### src/rtl/core/tnes_pkg.sv
//------------------------------------------------------------------------------
// Tracker note event scheduler package
// Shared types, microcode word layout, step addresses and constants.
//------------------------------------------------------------------------------
`default_nettype none

package tnes_pkg;

    localparam int unsigned STEP_W = 4;

    typedef enum logic [2:0] {
        M_NONE,
        M_ROWS,
        M_SWING,
        M_START,
        M_RECIP,
        M_GATE
    } t_mul_sel;

    typedef enum logic [2:0] {
        J_NEXT,
        J_WAIT_REQ,
        J_SINGLE,
        J_GOTO,
        J_EMIT
    } t_jmp;

    typedef struct packed {
        t_mul_sel          mul_sel;
        logic              ld_row;
        logic              ld_sw;
        logic              ld_start;
        logic              ld_quot;
        logic              ld_dur;
        logic              ld_time;
        logic              emit;
        t_jmp              jmp;
        logic [STEP_W-1:0] target;
    } t_uop;

    typedef struct packed {
        logic accept;
        logic failed;
        logic single;
        logic fire;
        logic done;
    } t_status;

    typedef struct packed {
        logic [30:0] row_step;
        logic [14:0] swing;
        logic [6:0]  rows;
        logic [47:0] arp1;
        logic [47:0] arp2;
        logic [63:0] slow_mask;
        logic [63:0] start_sample;
        logic [31:0] group_id;
    } t_cfg;

    localparam logic [STEP_W-1:0] STEP_FETCH   = 4'd0;
    localparam logic [STEP_W-1:0] STEP_MROWS   = 4'd1;
    localparam logic [STEP_W-1:0] STEP_ROW     = 4'd2;
    localparam logic [STEP_W-1:0] STEP_SW      = 4'd3;
    localparam logic [STEP_W-1:0] STEP_START   = 4'd4;
    localparam logic [STEP_W-1:0] STEP_MRECIP  = 4'd5;
    localparam logic [STEP_W-1:0] STEP_QUOT    = 4'd6;
    localparam logic [STEP_W-1:0] STEP_MGATE   = 4'd7;
    localparam logic [STEP_W-1:0] STEP_DUR     = 4'd8;
    localparam logic [STEP_W-1:0] STEP_TIME    = 4'd9;
    localparam logic [STEP_W-1:0] STEP_EMIT    = 4'd10;

    localparam logic [2:0] CFG_ROW_STEP     = 3'd0;
    localparam logic [2:0] CFG_SWING        = 3'd1;
    localparam logic [2:0] CFG_ROWS         = 3'd2;
    localparam logic [2:0] CFG_ARP_FIRST    = 3'd3;
    localparam logic [2:0] CFG_ARP_SECOND   = 3'd4;
    localparam logic [2:0] CFG_SLOW_MASK    = 3'd5;
    localparam logic [2:0] CFG_START_SAMPLE = 3'd6;
    localparam logic [2:0] CFG_GROUP_ID     = 3'd7;

    localparam logic [30:0] ROW_STEP_RESET = 31'd393216000;
    localparam logic [6:0]  ROWS_RESET     = 7'd8;

    // floor(x / 3) = (x * RECIP3) >> 33 for any 32-bit x
    localparam logic [31:0] RECIP3     = 32'hAAAAAAAB;
    localparam int unsigned RECIP3_SH  = 33;
    localparam logic [31:0] GATE_Q16   = 32'd55706;
    localparam logic [6:0]  PITCH_MIN  = 7'd1;
    localparam logic [6:0]  PITCH_MAX  = 7'd127;
    localparam logic [6:0]  GAIN_MAX   = 7'd100;

endpackage

`default_nettype wire

### src/rtl/core/tnes_ucode_rom.sv
//------------------------------------------------------------------------------
// Tracker note event scheduler microcode ROM
// One control word per step of the per-note program.
//------------------------------------------------------------------------------
`default_nettype none

module tnes_ucode_rom (
    input  wire logic [tnes_pkg::STEP_W-1:0] i_step,
    output tnes_pkg::t_uop                   o_uop
);

    always_comb begin
        o_uop         = '0;
        o_uop.mul_sel = tnes_pkg::M_NONE;
        o_uop.jmp     = tnes_pkg::J_NEXT;
        o_uop.target  = tnes_pkg::STEP_FETCH;
        unique case (i_step)
            tnes_pkg::STEP_FETCH: begin
                o_uop.jmp    = tnes_pkg::J_WAIT_REQ;
                o_uop.target = tnes_pkg::STEP_EMIT;
            end
            tnes_pkg::STEP_MROWS: begin
                o_uop.mul_sel = tnes_pkg::M_ROWS;
            end
            tnes_pkg::STEP_ROW: begin
                o_uop.ld_row  = 1'b1;
                o_uop.mul_sel = tnes_pkg::M_SWING;
            end
            tnes_pkg::STEP_SW: begin
                o_uop.ld_sw   = 1'b1;
                o_uop.mul_sel = tnes_pkg::M_START;
            end
            tnes_pkg::STEP_START: begin
                o_uop.ld_start = 1'b1;
                o_uop.jmp      = tnes_pkg::J_SINGLE;
                o_uop.target   = tnes_pkg::STEP_MGATE;
            end
            tnes_pkg::STEP_MRECIP: begin
                o_uop.mul_sel = tnes_pkg::M_RECIP;
            end
            tnes_pkg::STEP_QUOT: begin
                o_uop.ld_quot = 1'b1;
            end
            tnes_pkg::STEP_MGATE: begin
                o_uop.mul_sel = tnes_pkg::M_GATE;
            end
            tnes_pkg::STEP_DUR: begin
                o_uop.ld_dur = 1'b1;
            end
            tnes_pkg::STEP_TIME: begin
                o_uop.ld_time = 1'b1;
            end
            tnes_pkg::STEP_EMIT: begin
                o_uop.emit   = 1'b1;
                o_uop.jmp    = tnes_pkg::J_EMIT;
                o_uop.target = tnes_pkg::STEP_TIME;
            end
            default: begin
                o_uop.jmp    = tnes_pkg::J_GOTO;
                o_uop.target = tnes_pkg::STEP_FETCH;
            end
        endcase
    end

endmodule

`default_nettype wire

### src/rtl/core/tnes_sequencer.sv
//------------------------------------------------------------------------------
// Tracker note event scheduler sequencer
// Step counter with conditional jumps over the microcode ROM.
//------------------------------------------------------------------------------
`default_nettype none

module tnes_sequencer (
    input  wire logic              i_clk,
    input  wire logic              i_rst_n,
    input  wire tnes_pkg::t_status i_status,
    output tnes_pkg::t_uop         o_uop,
    output logic                   o_ready
);

    logic [tnes_pkg::STEP_W-1:0] r_step;
    logic [tnes_pkg::STEP_W-1:0] n_step;
    logic [tnes_pkg::STEP_W-1:0] w_inc;

    tnes_ucode_rom u_rom (
        .i_step (r_step),
        .o_uop  (o_uop)
    );

    assign w_inc   = r_step + {{(tnes_pkg::STEP_W-1){1'b0}}, 1'b1};
    assign o_ready = (o_uop.jmp == tnes_pkg::J_WAIT_REQ);

    always_comb begin
        n_step = w_inc;
        unique case (o_uop.jmp)
            tnes_pkg::J_NEXT: begin
                n_step = w_inc;
            end
            tnes_pkg::J_WAIT_REQ: begin
                if (!i_status.accept) begin
                    n_step = r_step;
                end else if (i_status.failed) begin
                    n_step = o_uop.target;
                end
            end
            tnes_pkg::J_SINGLE: begin
                if (i_status.single) begin
                    n_step = o_uop.target;
                end
            end
            tnes_pkg::J_GOTO: begin
                n_step = o_uop.target;
            end
            tnes_pkg::J_EMIT: begin
                if (!i_status.fire) begin
                    n_step = r_step;
                end else if (i_status.done) begin
                    n_step = tnes_pkg::STEP_FETCH;
                end else begin
                    n_step = o_uop.target;
                end
            end
            default: begin
                n_step = tnes_pkg::STEP_FETCH;
            end
        endcase
    end

    always_ff @(posedge i_clk) begin
        if (!i_rst_n) begin
            r_step <= tnes_pkg::STEP_FETCH;
        end else begin
            r_step <= n_step;
        end
    end

endmodule

`default_nettype wire

### src/rtl/core/tnes_datapath.sv
//------------------------------------------------------------------------------
// Tracker note event scheduler datapath
// Shared multiplier, timing registers, voice counter and result register.
//------------------------------------------------------------------------------
`default_nettype none

module tnes_datapath #(
    parameter int unsigned MAX_PATCHES = 64,
    parameter int unsigned CHANNELS    = 8,
    parameter int unsigned MAX_ROWS    = 64
) (
    input  wire logic               i_clk,
    input  wire logic               i_rst_n,
    input  wire tnes_pkg::t_cfg     i_cfg,
    input  wire tnes_pkg::t_uop     i_uop,
    input  wire logic               i_accept,
    input  wire logic [6:0]         i_order_index,
    input  wire logic [5:0]         i_note_row,
    input  wire logic [2:0]         i_channel,
    input  wire logic [6:0]         i_note_pitch,
    input  wire logic [6:0]         i_patch,
    input  wire logic [6:0]         i_volume,
    input  wire logic signed [5:0]  i_effect,
    input  wire logic               i_out_ready,
    output tnes_pkg::t_status       o_status,
    output logic                    o_out_valid,
    output logic [63:0]             o_sample_time,
    output logic [31:0]             o_voice_id,
    output logic [31:0]             o_group,
    output logic [6:0]              o_patch_out,
    output logic [6:0]              o_pitch,
    output logic [6:0]              o_gain_percent,
    output logic [16:0]             o_duration_samples,
    output logic                    o_last,
    output logic                    o_error
);

    logic [6:0]        r_order;
    logic [5:0]        r_nrow;
    logic [2:0]        r_ch;
    logic [6:0]        r_note;
    logic [6:0]        r_patch;
    logic [6:0]        r_vol;
    logic [5:0]        r_effect;

    logic [63:0]       r_prod;
    logic [12:0]       r_row;
    logic [29:0]       r_sw;
    logic [43:0]       r_start;
    logic [31:0]       r_len;
    logic [30:0]       r_quot;
    logic [31:0]       r_off2;
    logic [16:0]       r_dur;
    logic [44:0]       r_t;
    logic [6:0]        r_pitch;
    logic [1:0]        r_idx;
    logic [31:0]       r_voice;
    logic              r_failed;
    logic              r_out_valid;

    logic [6:0]        w_rows;
    logic [31:0]       w_ma;
    logic [31:0]       w_mb;
    logic [5:0]        w_a1;
    logic [5:0]        w_a2;
    logic [5:0]        w_arp;
    logic              w_single;
    logic              w_slow;
    logic [5:0]        w_pidx;
    logic [31:0]       w_three_q;
    logic [31:0]       w_rem;
    logic [31:0]       w_off;
    logic signed [8:0] w_psum;
    logic [6:0]        w_pclamp;
    logic              w_err;
    logic              w_fire;
    logic              w_done;

    always_comb begin
        w_rows = i_cfg.rows;
        priority if (i_cfg.rows == 7'd0) begin
            w_rows = 7'd1;
        end else if (i_cfg.rows > 7'(MAX_ROWS)) begin
            w_rows = 7'(MAX_ROWS);
        end
    end

    always_comb begin
        w_a1 = 6'd0;
        w_a2 = 6'd0;
        if ({1'b0, r_ch} < 4'(CHANNELS)) begin
            w_a1 = i_cfg.arp1[6*r_ch +: 6];
            w_a2 = i_cfg.arp2[6*r_ch +: 6];
        end
    end

    assign w_single = (w_a1 == 6'd0) && (w_a2 == 6'd0);
    assign w_pidx   = 6'(r_patch - 7'd1);
    assign w_slow   = (r_patch != 7'd0) && (r_patch <= 7'(MAX_PATCHES))
                      && i_cfg.slow_mask[w_pidx];

    always_comb begin
        w_ma = 32'd0;
        w_mb = 32'd0;
        unique case (i_uop.mul_sel)
            tnes_pkg::M_NONE: begin
                w_ma = 32'd0;
                w_mb = 32'd0;
            end
            tnes_pkg::M_ROWS: begin
                w_ma = 32'(w_rows);
                w_mb = 32'(r_order);
            end
            tnes_pkg::M_SWING: begin
                w_ma = 32'(i_cfg.row_step);
                w_mb = 32'(i_cfg.swing);
            end
            tnes_pkg::M_START: begin
                w_ma = 32'(r_row);
                w_mb = 32'(i_cfg.row_step);
            end
            tnes_pkg::M_RECIP: begin
                w_ma = r_len;
                w_mb = tnes_pkg::RECIP3;
            end
            tnes_pkg::M_GATE: begin
                w_ma = w_single ? r_len : 32'(r_quot);
                w_mb = tnes_pkg::GATE_Q16;
            end
            default: begin
                w_ma = 32'd0;
                w_mb = 32'd0;
            end
        endcase
    end

    assign w_three_q = {r_quot, 1'b0} + 32'(r_quot);
    assign w_rem     = r_len - w_three_q;

    always_comb begin
        w_off = 32'd0;
        w_arp = 6'd0;
        unique case (r_idx)
            2'd0: begin
                w_off = 32'd0;
                w_arp = 6'd0;
            end
            2'd1: begin
                w_off = 32'(r_quot);
                w_arp = w_a1;
            end
            default: begin
                w_off = r_off2;
                w_arp = w_a2;
            end
        endcase
    end

    assign w_psum = $signed({2'b00, r_note}) + $signed({{3{r_effect[5]}}, r_effect})
                    + $signed({{3{w_arp[5]}}, w_arp});

    always_comb begin
        w_pclamp = w_psum[6:0];
        priority if (w_psum < 9'sd1) begin
            w_pclamp = tnes_pkg::PITCH_MIN;
        end else if (w_psum > 9'sd127) begin
            w_pclamp = tnes_pkg::PITCH_MAX;
        end
    end

    assign w_err  = r_failed || (r_voice == 32'hFFFF_FFFF);
    assign w_fire = i_uop.emit && (!r_out_valid || i_out_ready);
    assign w_done = w_err || (r_idx == (w_single ? 2'd0 : 2'd2));

    assign o_status.accept = i_accept;
    assign o_status.failed = r_failed;
    assign o_status.single = w_single;
    assign o_status.fire   = w_fire;
    assign o_status.done   = w_done;

    assign o_out_valid = r_out_valid;

    always_ff @(posedge i_clk) begin
        r_prod <= 64'(w_ma) * 64'(w_mb);

        if (i_accept) begin
            r_order  <= i_order_index;
            r_nrow   <= i_note_row;
            r_ch     <= i_channel;
            r_note   <= i_note_pitch;
            r_patch  <= i_patch;
            r_vol    <= i_volume;
            r_effect <= i_effect;
        end
        if (i_uop.ld_row) begin
            r_row <= r_prod[12:0] + 13'(r_nrow);
        end
        if (i_uop.ld_sw) begin
            r_sw <= r_prod[45:16];
        end
        if (i_uop.ld_start) begin
            r_start <= r_prod[43:0] + (r_row[0] ? 44'(r_sw) : 44'd0);
            r_len   <= r_row[0] ? 32'(i_cfg.row_step) - 32'(r_sw)
                                : 32'(i_cfg.row_step) + 32'(r_sw);
        end
        if (i_uop.ld_quot) begin
            r_quot <= r_prod[63:tnes_pkg::RECIP3_SH];
        end
        if (i_uop.ld_dur) begin
            r_dur  <= w_slow ? i_cfg.row_step[30:14] : {1'b0, r_prod[47:32]};
            r_off2 <= {r_quot, 1'b0} + 32'(w_rem == 32'd2);
        end
        if (i_uop.ld_time) begin
            r_t     <= 45'(r_start) + 45'(w_off);
            r_pitch <= w_pclamp;
        end
        if (w_fire) begin
            if (w_err) begin
                o_sample_time      <= 64'd0;
                o_voice_id         <= 32'd0;
                o_group            <= 32'd0;
                o_patch_out        <= 7'd0;
                o_pitch            <= 7'd0;
                o_gain_percent     <= 7'd0;
                o_duration_samples <= 17'd0;
                o_last             <= 1'b1;
                o_error            <= 1'b1;
            end else begin
                o_sample_time      <= i_cfg.start_sample + 64'(r_t[44:16]);
                o_voice_id         <= r_voice + 32'd1;
                o_group            <= i_cfg.group_id;
                o_patch_out        <= r_patch;
                o_pitch            <= r_pitch;
                o_gain_percent     <= (r_vol > tnes_pkg::GAIN_MAX) ? tnes_pkg::GAIN_MAX
                                                                   : r_vol;
                o_duration_samples <= r_dur;
                o_last             <= w_done;
                o_error            <= 1'b0;
            end
        end
    end

    always_ff @(posedge i_clk) begin
        if (!i_rst_n) begin
            r_voice     <= 32'd0;
            r_failed    <= 1'b0;
            r_out_valid <= 1'b0;
            r_idx       <= 2'd0;
        end else begin
            if (i_uop.ld_dur) begin
                r_idx <= 2'd0;
            end else if (w_fire && !w_err) begin
                r_idx <= r_idx + 2'd1;
            end
            if (w_fire) begin
                if (w_err) begin
                    r_failed <= 1'b1;
                end else begin
                    r_voice <= r_voice + 32'd1;
                end
            end
            if (w_fire) begin
                r_out_valid <= 1'b1;
            end else if (i_out_ready) begin
                r_out_valid <= 1'b0;
            end
        end
    end

endmodule

`default_nettype wire

### src/rtl/core/tracker_note_event_scheduler_top.sv
// Each note runs the microcode program in order; arpeggio notes also take the
// reciprocal and quotient steps, and each further command repeats time and emit.
// A new note is accepted only once the last command of the previous note issues;
// the program uses one shared 32x32 multiplier, and output back-pressure stalls it.
// Reset: synchronous active-low; clears voice counter, failure flag and step counter,
// loads configuration reset values.
//------------------------------------------------------------------------------
// Tracker note event scheduler top level
// Configuration registers, handshakes, sequencer and datapath.
//------------------------------------------------------------------------------
`default_nettype none

module tracker_note_event_scheduler_top #(
    parameter int unsigned MAX_PATCHES = 64,
    parameter int unsigned CHANNELS    = 8,
    parameter int unsigned MAX_ROWS    = 64
) (
    input  wire logic               i_clk,
    input  wire logic               i_rst_n,
    input  wire logic               i_cfg_we,
    input  wire logic [2:0]         i_cfg_index,
    input  wire logic [63:0]        i_cfg_data,
    input  wire logic               i_in_valid,
    output logic                    o_in_ready,
    input  wire logic [6:0]         i_order_index,
    input  wire logic [5:0]         i_note_row,
    input  wire logic [2:0]         i_channel,
    input  wire logic [6:0]         i_note_pitch,
    input  wire logic [6:0]         i_patch,
    input  wire logic [6:0]         i_volume,
    input  wire logic signed [5:0]  i_effect,
    output logic                    o_out_valid,
    input  wire logic               i_out_ready,
    output logic [63:0]             o_sample_time,
    output logic [31:0]             o_voice_id,
    output logic [31:0]             o_group,
    output logic [6:0]              o_patch_out,
    output logic [6:0]              o_pitch,
    output logic [6:0]              o_gain_percent,
    output logic [16:0]             o_duration_samples,
    output logic                    o_last,
    output logic                    o_error
);

    tnes_pkg::t_cfg    r_cfg;
    tnes_pkg::t_uop    w_uop;
    tnes_pkg::t_status w_status;
    logic              w_accept;

    assign w_accept = i_in_valid && o_in_ready;

    always_ff @(posedge i_clk) begin
        if (!i_rst_n) begin
            r_cfg.row_step     <= tnes_pkg::ROW_STEP_RESET;
            r_cfg.swing        <= 15'd0;
            r_cfg.rows         <= tnes_pkg::ROWS_RESET;
            r_cfg.arp1         <= 48'd0;
            r_cfg.arp2         <= 48'd0;
            r_cfg.slow_mask    <= 64'd0;
            r_cfg.start_sample <= 64'd0;
            r_cfg.group_id     <= 32'd0;
        end else if (i_cfg_we) begin
            unique case (i_cfg_index)
                tnes_pkg::CFG_ROW_STEP:     r_cfg.row_step     <= i_cfg_data[30:0];
                tnes_pkg::CFG_SWING:        r_cfg.swing        <= i_cfg_data[14:0];
                tnes_pkg::CFG_ROWS:         r_cfg.rows         <= i_cfg_data[6:0];
                tnes_pkg::CFG_ARP_FIRST:    r_cfg.arp1         <= i_cfg_data[47:0];
                tnes_pkg::CFG_ARP_SECOND:   r_cfg.arp2         <= i_cfg_data[47:0];
                tnes_pkg::CFG_SLOW_MASK:    r_cfg.slow_mask    <= i_cfg_data;
                tnes_pkg::CFG_START_SAMPLE: r_cfg.start_sample <= i_cfg_data;
                tnes_pkg::CFG_GROUP_ID:     r_cfg.group_id     <= i_cfg_data[31:0];
                default:                    r_cfg.group_id     <= r_cfg.group_id;
            endcase
        end
    end

    tnes_sequencer u_seq (
        .i_clk    (i_clk),
        .i_rst_n  (i_rst_n),
        .i_status (w_status),
        .o_uop    (w_uop),
        .o_ready  (o_in_ready)
    );

    tnes_datapath #(
        .MAX_PATCHES (MAX_PATCHES),
        .CHANNELS    (CHANNELS),
        .MAX_ROWS    (MAX_ROWS)
    ) u_dp (
        .i_clk              (i_clk),
        .i_rst_n            (i_rst_n),
        .i_cfg              (r_cfg),
        .i_uop              (w_uop),
        .i_accept           (w_accept),
        .i_order_index      (i_order_index),
        .i_note_row         (i_note_row),
        .i_channel          (i_channel),
        .i_note_pitch       (i_note_pitch),
        .i_patch            (i_patch),
        .i_volume           (i_volume),
        .i_effect           (i_effect),
        .i_out_ready        (i_out_ready),
        .o_status           (w_status),
        .o_out_valid        (o_out_valid),
        .o_sample_time      (o_sample_time),
        .o_voice_id         (o_voice_id),
        .o_group            (o_group),
        .o_patch_out        (o_patch_out),
        .o_pitch            (o_pitch),
        .o_gain_percent     (o_gain_percent),
        .o_duration_samples (o_duration_samples),
        .o_last             (o_last),
        .o_error            (o_error)
    );

`ifndef NO_ASSERTIONS
    a_voice_nonzero: assert property (@(posedge i_clk) disable iff (!i_rst_n)
        o_out_valid && !o_error |-> o_voice_id != 32'd0 && o_pitch != 7'd0)
        else $error("command with zero voice id or pitch");

    a_error_shape: assert property (@(posedge i_clk) disable iff (!i_rst_n)
        o_out_valid && o_error |-> o_last && o_voice_id == 32'd0 && o_sample_time == 64'd0)
        else $error("malformed error result");

    a_failed_sticky: assert property (@(posedge i_clk) disable iff (!i_rst_n)
        w_status.failed |=> w_status.failed)
        else $error("failure flag cleared without reset");

    a_no_accept_busy: assert property (@(posedge i_clk) disable iff (!i_rst_n)
        w_status.fire |-> !o_in_ready)
        else $error("request taken while a command is issued");
`endif

endmodule

`default_nettype wire
### config.mk
export PLATFORM = sky130hd
export DESIGN_NAME = tracker_note_event_scheduler_top
export DESIGN_NICKNAME = d
export VERILOG_FILES = /design/src/rtl/core/tnes_pkg.sv /design/src/rtl/core/tnes_ucode_rom.sv /design/src/rtl/core/tnes_sequencer.sv /design/src/rtl/core/tnes_datapath.sv /design/src/rtl/core/tracker_note_event_scheduler_top.sv
export SDC_FILE = /design/constraint.sdc
export NUM_CORES = 2
export LEC_CHECK = 0
export BUFFER_PORTS_ARGS = -buffer_cell sky130_fd_sc_hd__buf_2
export CORE_MARGIN = 3
export CORE_UTILIZATION = 40
export CTS_CLUSTER_DIAMETER = 150
export DETAILED_ROUTE_END_ITERATION = 8
export PLACE_DENSITY = 0.68
export SYNTH_ARGS = -nofsm -noshare
export SYNTH_HDL_FRONTEND = slang
export SYNTH_SLANG_ARGS = --single-unit
export TNS_END_PERCENT = 50
### constraint.sdc
create_clock -name i_clk -period 8.4 [get_ports i_clk]
set_input_delay 1.68 -clock i_clk [delete_from_list [all_inputs] [get_ports i_clk]]
set_output_delay 1.68 -clock i_clk [all_outputs]
set_load 0.02 [all_outputs]
==> impl_metrics.env <==
export IMPL_dr_pass1_iters=7
export IMPL_synth_cells=7726
export IMPL_top_usage_layer="met2"
export IMPL_skew_ns=0.0761
export IMPL_p_leak_nw=39.9
export IMPL_critical_path_startpoint_type="flop"
export IMPL_ctsLongestPathBuffers=3
export IMPL_final_cell_count_no_fill=11230
export IMPL_synth_cell_types=97
export IMPL_ys_seq_area_frac=0.293
export IMPL_rsz0062_at_grt="true"
export IMPL_drive_gt1_frac=0.184
export IMPL_routabilityCongestion=1.00
export IMPL_ir_drop_v=0.000594
export IMPL_async_flop_share=0
export IMPL_finish_instance_area_um2=89200
export IMPL_period_share=1.16
export IMPL_violations="negative setup slack"
export IMPL_fin_tns_setup_ns=-45.81
export IMPL_drc=0
export IMPL_syn_avg_cell_area_um2=9.56
export IMPL_maxClockFrequency_ghz=0.103
export IMPL_first_iter_violations=5263
export IMPL_slew_violations=0
export IMPL_antenna_left=0
export IMPL_clock_latency_ns=0.73
export IMPL_fin_crit_ns=9.74
export IMPL_grt_start_max_net_pins=244
export IMPL_die_area_um2=190000
export IMPL_cap_violations=0
export IMPL_rows=157
export IMPL_crit_slowest_cell="fa_1"
export IMPL_routed_wl_um=254000
export IMPL_r2r_setup_slack_ns=-1.34
export IMPL_die_height_um=436
export IMPL_worst_hold_slack_ns=0.365
export IMPL_use_met2=0.429
export IMPL_worst_path_max_fanout=8
export IMPL_hpwl_um=205000
export IMPL_fp_dieW_um=436
export IMPL_clock_sinks=859
export IMPL_critPathCaptureType="flop"
export IMPL_reg2regPathDepth=40
export IMPL_finalSetupViolCount=50
export IMPL_powerDensity_nw_per_um2=247
export IMPL_cp_slowest_stage_delay_ns=0.52
export IMPL_area_growth_pct=20.8
export IMPL_grt_antenna_before_repair=8
export IMPL_io_buffers=284
export IMPL_grt_ovfl_total=0
export IMPL_vias=59287
export IMPL_tightest_slew_ns=1.22
export IMPL_io_pins=285
export IMPL_initial_utilization=0.403
export IMPL_pre_cts_slack_ns=-1.65
export IMPL_core_um2=183000
export IMPL_first_global_vias=60270
export IMPL_run_status="finished, violations left"
export IMPL_crit_top_cell="fa_1"
export IMPL_required_ns=9.01
export IMPL_grt_pass1_wl_um=378000
export IMPL_power_mw=22.1
export IMPL_setup_ws_ns=-1.34
export IMPL_ys_ff_latch=859
export IMPL_avgRoutedWirePerCell_um=22.6
export IMPL_hold_class="flop to flop"
export IMPL_cts_root_buf="clkbuf_16"
export IMPL_path_class="flop to flop"
export IMPL_hold_depth=0
export IMPL_grtUsageTotal=0.263
export IMPL_cts_tree="done"
export IMPL_syn_area_um2=73900
export IMPL_placed_area_um2=84000
export IMPL_placed_cells=10993
export IMPL_slew_headroom=0.185
export IMPL_hold_viol_final=0
export IMPL_final_util=0.487
export IMPL_synth_edf_count=446
export IMPL_clk_pin_slew_ns=0.07
export IMPL_via_per_inst=5.28
export IMPL_htree_levels=3
export IMPL_synthFlopType="edfxtp_1"
export IMPL_crit_arrival_ns=10.34
export IMPL_grt_util_met3=0.0372
export IMPL_fin_nets=10182
export IMPL_ys_warn_count=0
export IMPL_cts_inserted_buffers=85
export IMPL_grt_use_met1=0.347
power breakdown:
part           internal, mW  switching (mW)
sequential             5.05           0.368
clock                  2.14            1.81
combinational          5.81            6.88
total                  13.0            9.06
layer usage:
layer  up-vias  part of all wire
met1     29584              0.41
li1      26681                 -
met4         4             0.054
met3       565             0.073
met2      2453              0.46
met5         -          0.000071
final cells by class:
type,instances,area (um^2)
Clock inverter,48,504
Sequential cell,859,21700
Clock buffer,112,2420
Antenna cell,6,15.0
Timing Repair Buffer,1073,8570
Tap cell,2464,3080
Fill cell,16796,94100
Inverter,1072,4030
Multi-Input combinational cell,5596,48900
critical path, delay by kind of cell (launching register included):
family	cells	cell delay, ns
XOR/XNOR	1	0.13
flip-flops	1	0.42
multiplexers	3	0.98
adder cells (fa/ha/maj)	9	4.06
AO/OA/AOI/OAI	9	1.75
AND/OR/NAND/NOR	5	0.73
buffers and inverters	13	1.49
registers in the layout, indices dropped and copies added, names as in the netlist, 13 cells and up:
register and cells:
u_dp.r_voice 32, u_dp.o_group 32, u_dp.r_start 44, u_dp.r_t 29, u_dp.r_row 13, u_dp.r_quot 31
u_dp.r_off2 32, u_dp.r_dur 17, u_dp.r_len 32, u_dp.r_prod 64, u_dp.o_duration_samples 17, u_dp.r_sw 30
u_dp.o_sample_time 64, u_dp.o_voice_id 32, r_cfg 309
what timing repair did:
item / 4_1_cts / 5_1_grt
pin swaps: 101 / 81
setup buffers: 55 / 27
hold buffers: 0 / 0
setup endpoints to repair: 52 / 53
gates resized for setup: 227 / 152
cloned: 3 / 0
cells by family (layout without fill, tap and decap cells):
logic type	count (synthesis)	count (layout)	share of synthesized area
xor+xnor	326	326	0.0387
buf+inv	1425	2305	0.0759
simple gates	2518	2519	0.146
fa+ha+maj	1380	1380	0.329
compound gates	1123	1123	0.0959
mux	93	93	0.0210
flops	859	859	0.293
other cells	2	161	0.000102
worst paths after layout:
path	from	to
hold reg to reg	u_dp.r_prod[58]$_DFF_P_	u_dp.r_quot[25]$_DFFE_PP_
hold / removal	u_dp.r_prod[58]$_DFF_P_	u_dp.r_quot[25]$_DFFE_PP_
setup / recovery	u_dp.r_ch[0]$_DFFE_PP_	u_dp.r_prod[56]$_DFF_P_
setup reg to reg	u_dp.r_ch[0]$_DFFE_PP_	u_dp.r_prod[56]$_DFF_P_
synthesized netlist by cell type (24+ instances only):
cell type     n  share of area
nand2_1    1270          0.065
inv_1      1070          0.054
fa_1        939           0.25
nor2_1      679          0.035
a21oi_1     559          0.038
edfxtp_1    446           0.18
ha_1        441          0.075
dfxtp_1     413           0.11
clkbuf_1    246          0.012
xnor2_1     191          0.023
and2_1      166          0.014
xor2_1      135          0.016
o21ai_0     126         0.0085
a21o_1      121          0.012
nand3_1     107         0.0072
and3_1       53         0.0045
nand4_1      51         0.0043
nor2b_1      41         0.0035
nor3_1       37         0.0025
buf_2        35         0.0024
nand2b_1     34         0.0029
a22o_1       32         0.0038
buf_1        32         0.0016
o21bai_1     32         0.0033
a22oi_1      31         0.0032
mux2_2       26         0.0040
mux2i_1      26         0.0035
a31oi_1      24         0.0020
o21a_1       24         0.0024
layout by cell type (no fill, tap or decap), types with 24 or more instances in the layout:
cell,netlist,layout
nand4_1,51,51
dfxtp_1,413,413
nor3_1,37,31
inv_1,1070,1050
a21oi_1,559,531
fa_2,0,40
a21oi_2,1,24
buf_2,35,284
a21o_1,121,119
nand2b_1,34,32
buf_4,12,667
ha_4,0,25
and3_1,53,48
conb_1,2,155
a22o_1,32,31
edfxtp_1,446,446
mux2_2,26,26
nand2_1,1270,1260
nand3_1,107,102
nor2b_1,41,38
buf_12,0,84
buf_6,16,33
clkbuf_16,0,90
o21ai_0,126,99
fa_1,939,899
xnor2_1,191,176
ha_1,441,416
mux4_2,22,33
xor2_1,135,132
and2_1,166,150
o21bai_1,32,30
nor2_1,679,644
(Power assumes the default switching activity.)
